--- src/design/mqs_pkg.sv ---
// Shared types and constants for the median quickselect block.
// No dependencies.

package mqs_pkg;

    localparam int unsigned SAMPLE_W = 32;

    typedef logic signed [SAMPLE_W-1:0] t_sample;
    typedef logic signed [SAMPLE_W:0]   t_sum;

endpackage

--- src/design/mqs_ram.sv ---
// Generic single-port-write, single-port-read RAM with a registered read.
// No dependencies.

module mqs_ram #(
    parameter int unsigned WIDTH = 32,
    parameter int unsigned DEPTH = 64
) (
    input  logic                                    i_clk,
    input  logic                                    i_we,
    input  logic [(DEPTH > 1 ? $clog2(DEPTH) : 1)-1:0] i_waddr,
    input  logic [WIDTH-1:0]                        i_wdata,
    input  logic                                    i_re,
    input  logic [(DEPTH > 1 ? $clog2(DEPTH) : 1)-1:0] i_raddr,
    output logic [WIDTH-1:0]                        o_rdata
);

    logic [WIDTH-1:0] r_mem [DEPTH];
    logic [WIDTH-1:0] r_rdata;

    always_ff @(posedge i_clk) begin
        if (i_we) begin
            r_mem[i_waddr] <= i_wdata;
        end
        if (i_re) begin
            r_rdata <= r_mem[i_raddr];
        end
    end

    assign o_rdata = r_rdata;

endmodule

--- src/design/median_quickselect.sv ---
// Median of a set of signed samples, found by quickselect over a sample RAM.
// Depends on mqs_pkg and mqs_ram.
//
// Usage:
// Input channel (i_valid / o_stall) carries one sample per request with
// i_last_sample marking the end of a set. Samples load at one per cycle
// while the block is in its load phase. Samples past MAX_SAMPLES are dropped
// and flagged on o_count_overflow.
// After the last sample the input stalls while Lomuto partition passes run
// against the RAM. Each scanned element is read, then compared; a swap
// writes both entries in turn. Selection is limited by the single RAM
// read port. Even counts then scan the entries below the middle for the
// lower middle value and average it with the upper one.
// Output channel (o_valid / i_stall) carries one result per set from an
// output register; the next set may load while that result waits.
// Reset (synchronous, active low) empties the set and clears the output valid.
// The RAM contents are not cleared; only loaded entries are read.

module median_quickselect #(
    parameter int unsigned MAX_SAMPLES = 64
) (
    input  logic        i_clk,
    input  logic        i_rst_n,
    input  logic        i_valid,
    output logic        o_stall,
    input  logic [31:0] i_sample_value,
    input  logic        i_last_sample,
    output logic        o_valid,
    input  logic        i_stall,
    output logic [31:0] o_median_value,
    output logic        o_count_overflow
);

    localparam int unsigned AW = (MAX_SAMPLES > 1) ? $clog2(MAX_SAMPLES) : 1;
    localparam int unsigned CW = $clog2(MAX_SAMPLES + 1);
    localparam logic [CW-1:0] CNT_MAX = CW'(MAX_SAMPLES);
    localparam logic [AW-1:0] A_ONE   = AW'(1);
    localparam logic [CW-1:0] C_ONE   = CW'(1);

    typedef enum logic [3:0] {
        S_LOAD, S_TOP, S_PIV, S_SCAN, S_CMP, S_SWPA, S_SWPB,
        S_FINA, S_FINB, S_DECIDE, S_UPPER, S_LRD, S_LCMP, S_AVG, S_OUT
    } t_state;

    t_state          r_state;
    logic [CW-1:0]   r_count;
    logic            r_ovf;
    logic            r_set_ovf;
    logic [CW-1:0]   r_n;
    logic [AW-1:0]   r_lo, r_hi, r_k, r_dst, r_scan, r_i;
    mqs_pkg::t_sample r_piv, r_tmp, r_upper, r_lower, r_res;
    logic            r_out_vld;
    logic [31:0]     r_out_med;
    logic            r_out_ovf;

    logic                 ram_we, ram_re;
    logic [AW-1:0]        ram_waddr, ram_raddr;
    logic [31:0]          ram_wdata;
    logic [31:0]          ram_rdata;
    mqs_pkg::t_sample     rd;

    logic                 in_acc;
    logic                 room;
    logic [CW-1:0]        n_cnt;
    logic [AW-1:0]        n_i;
    mqs_pkg::t_sum        sum;
    mqs_pkg::t_sum        sum_adj;

    assign in_acc  = i_valid && !o_stall;
    assign o_stall = (r_state != S_LOAD);
    assign room    = (r_count < CNT_MAX);
    assign n_cnt   = room ? (r_count + C_ONE) : r_count;
    assign rd      = mqs_pkg::t_sample'(ram_rdata);
    assign n_i     = r_i + A_ONE;
    assign sum     = {r_lower[31], r_lower} + {r_upper[31], r_upper};
    assign sum_adj = sum + {{32{1'b0}}, sum[32]};

    always_comb begin
        ram_we    = 1'b0;
        ram_waddr = r_count[AW-1:0];
        ram_wdata = i_sample_value;
        ram_re    = 1'b0;
        ram_raddr = r_hi;
        case (r_state)
            S_LOAD: begin
                ram_we = in_acc && room;
            end
            S_TOP: begin
                ram_re    = 1'b1;
                ram_raddr = (r_lo < r_hi) ? r_hi : r_k;
            end
            S_SCAN: begin
                ram_re    = (r_scan < r_hi) || (r_dst != r_hi);
                ram_raddr = (r_scan < r_hi) ? r_scan : r_dst;
            end
            S_CMP: begin
                ram_re    = (rd < r_piv) && (r_dst != r_scan);
                ram_raddr = r_dst;
            end
            S_SWPA: begin
                ram_we    = 1'b1;
                ram_waddr = r_scan;
                ram_wdata = ram_rdata;
            end
            S_SWPB: begin
                ram_we    = 1'b1;
                ram_waddr = r_dst;
                ram_wdata = r_tmp;
            end
            S_FINA: begin
                ram_we    = 1'b1;
                ram_waddr = r_hi;
                ram_wdata = ram_rdata;
            end
            S_FINB: begin
                ram_we    = 1'b1;
                ram_waddr = r_dst;
                ram_wdata = r_piv;
            end
            S_DECIDE: begin
                ram_re    = (r_dst == r_k);
                ram_raddr = r_k;
            end
            S_LRD: begin
                ram_re    = 1'b1;
                ram_raddr = r_i;
            end
            default: begin
                ram_re = 1'b0;
            end
        endcase
    end

    mqs_ram #(
        .WIDTH (32),
        .DEPTH (MAX_SAMPLES)
    ) u_ram (
        .i_clk   (i_clk),
        .i_we    (ram_we),
        .i_waddr (ram_waddr),
        .i_wdata (ram_wdata),
        .i_re    (ram_re),
        .i_raddr (ram_raddr),
        .o_rdata (ram_rdata)
    );

    always_ff @(posedge i_clk) begin
        if (!i_rst_n) begin
            r_state   <= S_LOAD;
            r_count   <= '0;
            r_ovf     <= 1'b0;
            r_out_vld <= 1'b0;
        end else begin
            if (r_out_vld && !i_stall && (r_state != S_OUT)) begin
                r_out_vld <= 1'b0;
            end
            case (r_state)
                S_LOAD: begin
                    if (in_acc) begin
                        if (i_last_sample) begin
                            r_count   <= '0;
                            r_ovf     <= 1'b0;
                            r_set_ovf <= r_ovf || !room;
                            r_n       <= n_cnt;
                            r_lo      <= '0;
                            r_hi      <= AW'(n_cnt - C_ONE);
                            r_k       <= AW'(n_cnt >> 1);
                            r_state   <= S_TOP;
                        end else begin
                            r_count <= n_cnt;
                            r_ovf   <= r_ovf || !room;
                        end
                    end
                end
                S_TOP: begin
                    r_state <= (r_lo < r_hi) ? S_PIV : S_UPPER;
                end
                S_PIV: begin
                    r_piv   <= rd;
                    r_dst   <= r_lo;
                    r_scan  <= r_lo;
                    r_state <= S_SCAN;
                end
                S_SCAN: begin
                    if (r_scan < r_hi) begin
                        r_state <= S_CMP;
                    end else if (r_dst != r_hi) begin
                        r_state <= S_FINA;
                    end else begin
                        r_state <= S_DECIDE;
                    end
                end
                S_CMP: begin
                    if (rd < r_piv) begin
                        if (r_dst == r_scan) begin
                            r_dst   <= r_dst + A_ONE;
                            r_scan  <= r_scan + A_ONE;
                            r_state <= S_SCAN;
                        end else begin
                            r_tmp   <= rd;
                            r_state <= S_SWPA;
                        end
                    end else begin
                        r_scan  <= r_scan + A_ONE;
                        r_state <= S_SCAN;
                    end
                end
                S_SWPA: begin
                    r_state <= S_SWPB;
                end
                S_SWPB: begin
                    r_dst   <= r_dst + A_ONE;
                    r_scan  <= r_scan + A_ONE;
                    r_state <= S_SCAN;
                end
                S_FINA: begin
                    r_state <= S_FINB;
                end
                S_FINB: begin
                    r_state <= S_DECIDE;
                end
                S_DECIDE: begin
                    if (r_dst == r_k) begin
                        r_state <= S_UPPER;
                    end else if (r_dst > r_k) begin
                        r_hi    <= r_dst - A_ONE;
                        r_state <= S_TOP;
                    end else begin
                        r_lo    <= r_dst + A_ONE;
                        r_state <= S_TOP;
                    end
                end
                S_UPPER: begin
                    r_upper <= rd;
                    r_res   <= rd;
                    r_i     <= '0;
                    r_state <= r_n[0] ? S_OUT : S_LRD;
                end
                S_LRD: begin
                    r_state <= S_LCMP;
                end
                S_LCMP: begin
                    if ((r_i == '0) || (rd > r_lower)) begin
                        r_lower <= rd;
                    end
                    r_i     <= n_i;
                    r_state <= (n_i == r_k) ? S_AVG : S_LRD;
                end
                S_AVG: begin
                    r_res   <= mqs_pkg::t_sample'(sum_adj >>> 1);
                    r_state <= S_OUT;
                end
                S_OUT: begin
                    if (!r_out_vld || !i_stall) begin
                        r_out_vld <= 1'b1;
                        r_out_med <= r_res;
                        r_out_ovf <= r_set_ovf;
                        r_state   <= S_LOAD;
                    end
                end
                default: begin
                    r_state <= S_LOAD;
                end
            endcase
        end
    end

    assign o_valid          = r_out_vld;
    assign o_median_value   = r_out_med;
    assign o_count_overflow = r_out_ovf;

    a_last_stalls: assert property (@(posedge i_clk) disable iff (!i_rst_n)
        (in_acc && i_last_sample) |=> o_stall)
        else $error("input not stalled after end of set");

    a_count_range: assert property (@(posedge i_clk) disable iff (!i_rst_n)
        r_count <= CNT_MAX)
        else $error("sample count beyond capacity");

    a_scan_order: assert property (@(posedge i_clk) disable iff (!i_rst_n)
        (r_state == S_SCAN) |-> ((r_dst <= r_scan) && (r_scan <= r_hi)))
        else $error("partition indices out of order");

    a_set_nonempty: assert property (@(posedge i_clk) disable iff (!i_rst_n)
        (r_state == S_TOP) |-> (r_n != '0))
        else $error("selection started on an empty set");

endmodule
--- config.mk ---
export PLATFORM = sky130hd
export DESIGN_NAME = median_quickselect
export DESIGN_NICKNAME = d
export VERILOG_FILES = /design/src/design/mqs_pkg.sv /design/src/design/mqs_ram.sv /design/src/design/median_quickselect.sv
export SDC_FILE = /design/constraint.sdc
export NUM_CORES = 2
export LEC_CHECK = 0
export BUFFER_PORTS_ARGS = -buffer_cell sky130_fd_sc_hd__buf_2
export CAP_MARGIN = 20
export CORE_ASPECT_RATIO = 2
export CORE_MARGIN = 4
export CORE_UTILIZATION = 35
export CTS_CLUSTER_DIAMETER = 120
export CTS_CLUSTER_SIZE = 14
export DETAILED_ROUTE_END_ITERATION = 8
export MAX_ROUTING_LAYER = met4
export PLACE_DENSITY_LB_ADDON = 0.05
export SLEW_MARGIN = 10
export SYNTH_ARGS = -nofsm -noshare
export SYNTH_HDL_FRONTEND = slang
export SYNTH_SLANG_ARGS = --single-unit
--- constraint.sdc ---
create_clock -name i_clk -period 9.03 [get_ports i_clk]
set_input_delay 1.806 -clock i_clk [delete_from_list [all_inputs] [get_ports i_clk]]
set_output_delay 1.806 -clock i_clk [all_outputs]
set_load 0.005 [all_outputs]
==> metrics.md <==
| Metric | Value |
|---|---|
| Outcome | `completed` |
| Pwr dens | `331 mW/mm2` |
| Top FF cell, synth | `edfxtp_1` |
| Int Pwr | `0.0211 W` |
| Hold Buf Count CTS | `0` |
| RR Startpoint | `r_state[0]` |
| P_sw | `0.0145 W` |
| DIE HEIGHT | `750 um` |
| 1st-iter DRT viols | `4,111` |
| Overall Global Routing Usage | `0.233` |
| Leakage Power | `35.7 nW` |
| Fmax | `155 MHz` |
| Busiest layer in global routing | `met2` |
| Max-cap viol count | `0` |
| CTS H-tree lvls | `4` |
| Synthesis warning total | `0` |
| 1st-pass router iterations | `5` |
| CP max-delay cell | `a221oi_4` |
| Synth Area per Inst | `13.8 um2` |
| Root Driver | `clkbuf_16` |
| Sequential Power Share | `0.378` |
| Clock buffer depth | `4` |
| Slew HR | `0.106` |
| Core Area | `0.274 mm2` |
| WHS | `0.421 ns` |
| Asr flop ratio synth | `0` |
| Critical path fanouts, max | `21` |
| Global-route wire length before repair | `458,000 um` |
| Met1 Resource Use GR | `0.253` |
| Vias in the first global route | `59.0k` |
| TritonCTS clock tree | `built` |
| Worst reg-to-reg setup slack | `2.59 ns` |
| Std-Cell Rows | `272` |
| Worst Setup End Kind | `flip-flop` |
| Worst Skew | `0.0460 ns` |
| Largest cells by area after synthesis | `edfxtp_1, mux2i_1, nand2_1` |
| Setup_tns | `0 ns` |
| Vias post-DR | `58.3k` |
| Clock share of power | `0.214` |
| Final period util | `0.713` |
| TritonCTS Sinks | `2,324` |
| Initial antenna violation count | `8` |
| RSZ-0062 raised after global routing | `no` |
| Met3 usage | `0.0204` |
| Tmin final | `6.44 ns` |
| Critical Path Start Type | `flip-flop` |
| Worst-path clk slew | `0.07 ns` |
| Synth top cells by count | `edfxtp_1, nand2_1, nand3_1` |
| Cell mode on critical path | `buf_4` |
| Worst-Skew Late Latency | `0.85 ns` |
| WP data required | `9.56 ns` |
| Total grt overflow | `0` |
| Combinational power share | `0.408` |
| Mapped cell area | `0.0964 mm2` |
| Mapped Nets | `7,140` |
| CP cell instances | `nand2b_1 > a211oi_1 > a311oi_1 > a221oi_4 > buf_12 > buf_4 > buf_4 > mux2i_1 > o22ai_1 > a32oi_1 > and4_1 > nand4_1` |
| Post-Route WL | `327,000 um` |
| CP Class | `flip-flop to flip-flop` |
| Area leader, netlist | `edfxtp_1` |
| Post-cts resize count | `0` |
| Worst Reg2Reg Path Length in Cells | `12` |
| Area delta synth->final | `11.4%` |
| Max-slew violations | `0` |
| FF-to-FF End | `u_ram.o_rdata[24]` |
| Initial Util | `0.351` |
| Number of buffers created by CTS | `192` |
| Largest net degree at the start of global routing | `121` |
| Capture point of the worst path | `u_ram.o_rdata[24]` |
| Post-route DRC | `0` |
| Wirelength per Cell | `30.6 um` |
| Worst slew pin tran | `1.34 ns` |
| Final hold violations | `0` |
| Mapped Cells | `6,984` |
| Sequential fraction of the synthesis area | `0.723` |
| Vias per cell | `5.47` |
| Die Wd | `379 um` |
| Most common cell in the netlist | `edfxtp_1` |
| Sw frac | `0.407` |
| Post-synth EDFFs | `2,311` |
| # nets final | `7,230` |
| Worst EP arrival | `6.97 ns` |
| Worst path max stage delay | `1.18 ns` |
| Critical path startpoint | `r_state[0]` |
| Synth top area share | `0.720` |
| Share of layout cells above drive strength 1 | `0.0902` |
| Io pins | `72` |
| Fill cells | `25.7k` |
| Post-CTS Setup Bufs | `0` |
| DP Wirelength | `204,000 um` |
| Final setup fails | `0` |
| IO buf count | `71` |
| Die Area | `0.284 mm2` |
| Synthesis-stage register bit count | `2,324` |
| Library cells used by synthesis | `85` |
| Placer Congestion | `0.889` |
| Met2 usage | `0.438` |
| Final ANT Viol Nets | `0` |
| VDD IR max | `0.000341 V` |
| HP Class | `flip-flop to flip-flop` |
==> area by class of cell <==
cell class,count,area (um2),share of cell area
Clock buffer,213,4890,0.0456
Sequential cell,2324,69700,0.649
Timing Repair Buffer,288,2250,0.0210
Multi-Input combinational cell,4167,25600,0.239
Tap cell,3562,4460,0.0415
Clock inverter,6,93.8,0.000874
Inverter,101,379,0.00353
Antenna cell,11,27.5,0.000256
==> routing by layer <==
layer | share of wire | up-vias
li1 | - | 26300
met1 | 0.38 | 30400
met2 | 0.55 | 1186
met3 | 0.029 | 495
met4 | 0.042 | 0
met5 | 0 | -
==> placed cells by master, fill, tap and decap left out, types with 35 or more instances in the layout <==
cell / Yosys / final
a21o_1: 35 / 35
xnor2_1: 60 / 60
buf_2: 116 / 73
a22oi_1: 90 / 90
and3_1: 65 / 64
o22ai_1: 129 / 129
buf_4: 19 / 193
inv_1: 101 / 101
ha_1: 118 / 118
nand3_1: 806 / 804
mux2i_1: 527 / 527
o21ai_0: 142 / 140
edfxtp_1: 2311 / 2311
and4_1: 53 / 52
nand2_1: 1354 / 1353
nor2_1: 195 / 124
nor2_4: 0 / 70
nand4_1: 70 / 70
a31oi_1: 59 / 59
clkbuf_16: 0 / 192
a21oi_1: 111 / 81
==> cells by family (layout without fill, tap and decap cells) <==
logic type / count (synthesis) / in the layout / share of synthesized area
xor gates and xnor gates: 88 / 88 / 0.00799
DFF: 2324 / 2324 / 0.723
buffers and inverters: 493 / 608 / 0.0219
muxes: 533 / 533 / 0.0554
adders and majority gates: 119 / 119 / 0.0155
other: 0 / 11 / 0
AOI/OAI and AO/OA: 745 / 745 / 0.0511
and+or+nand+nor: 2682 / 2682 / 0.125
==> worst max-delay path: cells and delay by family (launching register included) <==
kind	cells	cell delay [ns]
AOI/OAI and AO/OA	5	2.78
and+or+nand+nor	3	1.07
buffers and inverters	3	1.07
DFF	1	0.84
muxes	1	0.27
==> through the flow <==
step	instances	utilization	cell area (um2)	setup slack, ns	power (W)
finish	10700	0.391	107000	2.59	0.0356
global route	10700	0.391	107000	2.22	0.0374
CTS	10700	0.391	107000	2.52	0.0361
detailed placement	10400	0.373	102000	2.57	0.0285
global placement	10400	0.373	102000	2.70	0.0284
floorplan	6984	-	96400	3.89	0.0224
==> power groups by stage <==
stage | Combinational [W] | Sequential (W) | Clock [W]
4_1_cts | 0.0148 | 0.0135 | 0.00786
3_3_place_gp | 0.0147 | 0.0137 | 0
3_5_place_dp | 0.0148 | 0.0137 | 0
2_1_floorplan | 0.00883 | 0.0136 | 0
6_report | 0.0145 | 0.0134 | 0.00760
5_1_grt | 0.0157 | 0.0135 | 0.00821
==> sequential cells by signal, summed over array words and instances, names as in the netlist, 7 cells and up <==
name and cells:
r_piv 32, r_res 32, u_ram.o_rdata 32, r_count 7
r_upper 32, r_tmp 32, r_lower 32, o_median_value 32
u_ram.r_mem 2048
==> how the worst min path moves through the flow <==
stage,from,endpoint,slack (ns),cells past startpoint
final,r_res[1],o_median_value[1],0.42,0
after global routing,r_res[18],o_median_value[18],0.42,0
after CTS,r_res[1],o_median_value[1],0.42,0
after detailed placement,r_res[10],o_median_value[10],0.41,0
after global placement,r_res[11],o_median_value[11],0.40,0
after floorplan,r_set_ovf,o_count_overflow,0.40,0
Note: power is estimated with default switching activity, not from simulation.
